`src/rtl/assert_macros.svh`:
```
// Assertion macros shared by the RTL of the latency percentile block.
// Depends on nothing; the bodies are empty when SYNTHESIS is defined.
`ifndef ASSERT_MACROS_SVH
`define ASSERT_MACROS_SVH
`ifndef SYNTHESIS
`define SWLP_ASSERT_IMPL(label, clk, rst_n, ante, cons) \
	label: assert property (@(posedge clk) disable iff (!rst_n) (ante) |-> (cons)) \
	else $error("assertion failed");
`define SWLP_ASSERT_NEXT(label, clk, rst_n, ante, cons) \
	label: assert property (@(posedge clk) disable iff (!rst_n) (ante) |=> (cons)) \
	else $error("assertion failed");
`else
`define SWLP_ASSERT_IMPL(label, clk, rst_n, ante, cons)
`define SWLP_ASSERT_NEXT(label, clk, rst_n, ante, cons)
`endif
`endif

```
`src/rtl/swlp_pkg.sv`:
```
// Types and codes of the sliding window latency percentile block.
// Depends on nothing; used by every module of the block.
package swlp_pkg;
	typedef enum logic {
		FUNC_RECORD = 1'b0,
		FUNC_QUERY  = 1'b1
	} func_t;

	typedef enum logic [1:0] {
		OP_RECORD      = 2'd0,
		OP_QUERY       = 2'd1,
		OP_QUERY_EMPTY = 2'd2
	} op_t;

	typedef struct packed {
		logic        func;
		logic [1:0]  metric;
		logic [31:0] latency_us;
	} swlp_in_t;

	typedef struct packed {
		logic [31:0] median_us;
		logic [31:0] p99_us;
		logic        empty_res;
		logic [10:0] sample_count;
	} swlp_out_t;

	typedef struct packed {
		op_t         op;
		logic [1:0]  metric;
		logic [31:0] latency_us;
	} swlp_cmd_t;

	typedef struct packed {
		logic      valid;
		swlp_cmd_t cmd;
	} swlp_queue_t;
endpackage

```
`src/rtl/swlp_front.sv`:
```
// Front end: accepts transactions, classifies them and holds them in a two entry queue.
// Depends on swlp_pkg.
module swlp_front #(
	parameter int NUM_METRICS = 4
) (
	input  logic                 clk,
	input  logic                 arst_n,
	input  logic                 start,
	input  swlp_pkg::swlp_in_t   cmd,
	output logic                 busy,
	output swlp_pkg::swlp_queue_t head,
	input  logic                 pop
);
	import swlp_pkg::*;

	swlp_cmd_t  entry_q [2];
	logic       wr_ptr_q;
	logic       rd_ptr_q;
	logic [1:0] count_q;
	logic       in_range;
	logic       push;
	logic       do_pop;
	swlp_cmd_t  cls;

	assign busy     = (count_q == 2'd2);
	assign in_range = (32'(cmd.metric) < NUM_METRICS);

	always_comb begin
		cls.metric     = cmd.metric;
		cls.latency_us = cmd.latency_us;
		if (cmd.func == FUNC_RECORD) begin
			cls.op = OP_RECORD;
		end else if (in_range) begin
			cls.op = OP_QUERY;
		end else begin
			cls.op = OP_QUERY_EMPTY;
		end
	end

	// An out of range record is dropped here and never reaches the back end.
	assign push   = start && !busy && (in_range || (cmd.func == FUNC_QUERY));
	assign do_pop = pop && (count_q != 2'd0);

	assign head.valid = (count_q != 2'd0);
	assign head.cmd   = entry_q[rd_ptr_q];

	always_ff @(posedge clk) begin
		if (push) begin
			entry_q[wr_ptr_q] <= cls;
		end
	end

	always_ff @(posedge clk or negedge arst_n) begin
		if (!arst_n) begin
			wr_ptr_q <= 1'b0;
			rd_ptr_q <= 1'b0;
			count_q  <= 2'd0;
		end else begin
			if (push) begin
				wr_ptr_q <= !wr_ptr_q;
			end
			if (do_pop) begin
				rd_ptr_q <= !rd_ptr_q;
			end
			count_q <= count_q + 2'(push) - 2'(do_pop);
		end
	end
endmodule

```
`config.mk`:
```
export PLATFORM = sky130hd
export DESIGN_NAME = swlp_front
export DESIGN_NICKNAME = d
export VERILOG_FILES = /design/src/rtl/assert_macros.svh /design/src/rtl/swlp_pkg.sv /design/src/rtl/swlp_front.sv
export SDC_FILE = /design/constraint.sdc
export NUM_CORES = 1
export LEC_CHECK = 0
export BUFFER_PORTS_ARGS = -buffer_cell sky130_fd_sc_hd__buf_2
export CORE_MARGIN = 2
export CORE_UTILIZATION = 47
export CTS_CLUSTER_SIZE = 30
export DETAILED_ROUTE_END_ITERATION = 10
export PLACE_DENSITY = 0.75
export SYNTH_ARGS = -nofsm -noshare
export SYNTH_HDL_FRONTEND = slang
export SYNTH_SLANG_ARGS = --single-unit
```
`constraint.sdc`:
```
create_clock -name clk -period 2.2 [get_ports clk]
set_input_delay 0.55 -clock clk [delete_from_list [all_inputs] [get_ports clk]]
set_output_delay 0.55 -clock clk [all_outputs]
set_load 0.01 [all_outputs]
```
==> reports/qor.txt <==
Setup WS pre-CTS: 0.342 ns
Reg-to-Reg Start: count_q[1]
crit share post-route: 92.2%
Post-Syn Nets: 170
PD cells: 1310 nW/um^2
Yosys top cell area share: 73.4%
max_cap viols: 0
Critical Path Start: rd_ptr_q
total vias in the final route: 1420
Max Buffers Root-to-Sink: 2
IO Port Bufs: 75
Synth area leaders: edfxtp_1 73%, mux2_4 15%, dfrtp_1 3.5%
Final Power: 4.67 mW
crit-path leading delay family: flip-flops
Setup Crit Path Kind: flop to output pin
ys async rst share: 5.41%
Ports: 77
FF+latch count, synth: 74
Peak VDD IR: 691 uV
antenna violation net count after detailed routing: 0
Yosys warning count: 0
ys flop type: edfxtp_1
number of flops mapped to enable cells by yosys: 70
fillcell total: 461
GR Overflow Total: 0
Critical Path Sink: head[18]
initial cell density of the core: 48.4%
startpoint types: flop
crit path cell chain: buf_12 -> mux2_4 -> buf_2
DRT Pass-1 Iters: 2
register area share after synthesis: 76.9%
largest net degree at the start of global routing: 23
number of cell rows: 28
Cells after DPL: 280
crit end category: output pin
status: completed
dpl cell area: 3360 sq um
CP arrival: 1.48 ns
share of cells above drive strength 1: 60.5%
clk_lat worst skew: 0.33 ns
count leader, synth: edfxtp_1
Fmax: 493 MHz
r2r setup slk: 0.46 ns
worst reg2reg path endpoint: count_q[1]
Worst Path Required: 1.65 ns
DR WL/cell: 15.2 um
Die X-Extent: 82.1 um
WL final: 4540 um
non-filler cells, final: 298
P&R area growth vs syn: 24.9%
hold slack: 0.402 ns
htree depth: 3
vias per cell: 4.77
Mean Syn Cell Area: 22.2 sq um
crit-path max FO: 15
Num CTS Buffers: 9
cell area after layout: 3580 sq um
Total GRT Usage: 14.7%
static leakage: 1.46 nW
Fin. Hold Viols: 0
# diodes: 0
first-pass GRT wire length: 6830 um
setup violators final: 0
area of the multi-input gates: 611 sq um
CTS tree: yes
Final Slew Violations: 0
Reg area: 2210 sq um
Final #Nets: 259
Register-to-Register Path Depth: 7
Worst path max stage delay: 0.52 ns
DP HPWL: 3160 um
clk sink count: 74
final core utilization: 60.4%
Crit-path slowest cell: dfrtp_4
area leader, netlist: edfxtp_1
Die Ht: 82.1 um
GP Congestion: 0.656
Die Footprint: 6730 sq um
Core Region: 5920 sq um
Iter 0 DRT Violations: 100
total stage count of the critical path: 3
post-layout min period: 2.03 ns
clk slew on worst S/H paths: 0.07 ns
DR DRC count: 0
Commonest cells post-synth: 70 x edfxtp_1, 29 x mux2_4, 6 x mux2_2
Setup TNS: 0 ns
Setup WS post-layout: 0.172 ns
post-synthesis cell count: 129
CTS Root Cell: clkbuf_8
CP Buf/Inv Count: 2
post-synth cell types: 17
Hold WC Path Type: input pin to flop
unrepaired setup endpoints after global routing: no
vias in the first global route: 1460
Worst Skew: 0.00296 ns
mapped cell area: 2860 sq um
initial antenna violation count: 0
==> how the worst min path moves through the flow <==
| stage | start | to | depth (start not counted) |
|---|---|---|---|
| global placement | arst_n | count_q[0] | 1 |
| detailed placement | arst_n | count_q[0] | 1 |
| CTS | cmd[2] | entry_q[1][2] | 1 |
| floorplan | arst_n | count_q[0] | 0 |
| finish | cmd[2] | entry_q[0][2] | 1 |
| global route | cmd[2] | entry_q[0][2] | 1 |
==> where the power goes <==
part / total (mW) / switching [mW] / internal (mW)
Combinational: 1.65 / 0.766 / 0.884
Sequential: 2.06 / 0.122 / 1.94
Clock: 0.965 / 0.455 / 0.509
==> cell families after synthesis <==
kind of cell | synth area share (%)
buffers and inverters | 2.10
xor gates and xnor gates | 1.22
and+or+nand+nor | 1.22
other | 0.131
DFF | 76.9
muxes | 17.6
adders and majority gates | 0.874
==> state kept, by name (all words and copies together), names as in the netlist <==
signal and cells:
count_q 2, rd_ptr_q 1, wr_ptr_q 1, entry_q 70
==> cell type report <==
class	instances	area share [%]
clock buffers	9	3.46
inverters	2	0.210
well taps	75	2.62
flip-flops and latches	74	61.7
repair buffers	83	13.3
multi-input cells	48	17.1
clock inverters	7	1.68
==> placed cells by master (no fill, tap or decap) <==
master / count
dfrtp_4: 1
buf_2: 75
or2_1: 1
buf_12: 3
mux2_2: 6
clkinvlp_4: 1
clkinv_2: 3
clkbuf_8: 9
edfxtp_1: 70
nand2b_1: 1
xor2_1: 1
nor2_4: 1
inv_1: 2
dfrtp_1: 3
buf_4: 4
nand2_1: 1
mux2_4: 29
ha_1: 2
and2_4: 1
bufinv_16: 1
clkinv_1: 2
dlygate4sd3_1: 1
and3_2: 1
conb_1: 1
xnor2_1: 3
==> layer usage <==
| metal | wire length [um] | vias to the layer above | track usage, % |
|---|---|---|---|
| met5 | 0 | - | 0 |
| met4 | 65 | 0 | 9.00 |
| met3 | 292 | 6 | 4.18 |
| met2 | 2360 | 54 | 24.6 |
| met1 | 1830 | 687 | 16.6 |
| li1 | - | 673 | - |
==> timing repair <==
item                                   in CTS  in global routing
resized for setup                           1                  0
hold buffers                                1                  0
gates cloned                                0                  0
setup endpoints to repair                  24                 11
setup buffers                               0                  1
endpoints found under the hold margin       4                  0
Power figures use the tool's default switching activity.
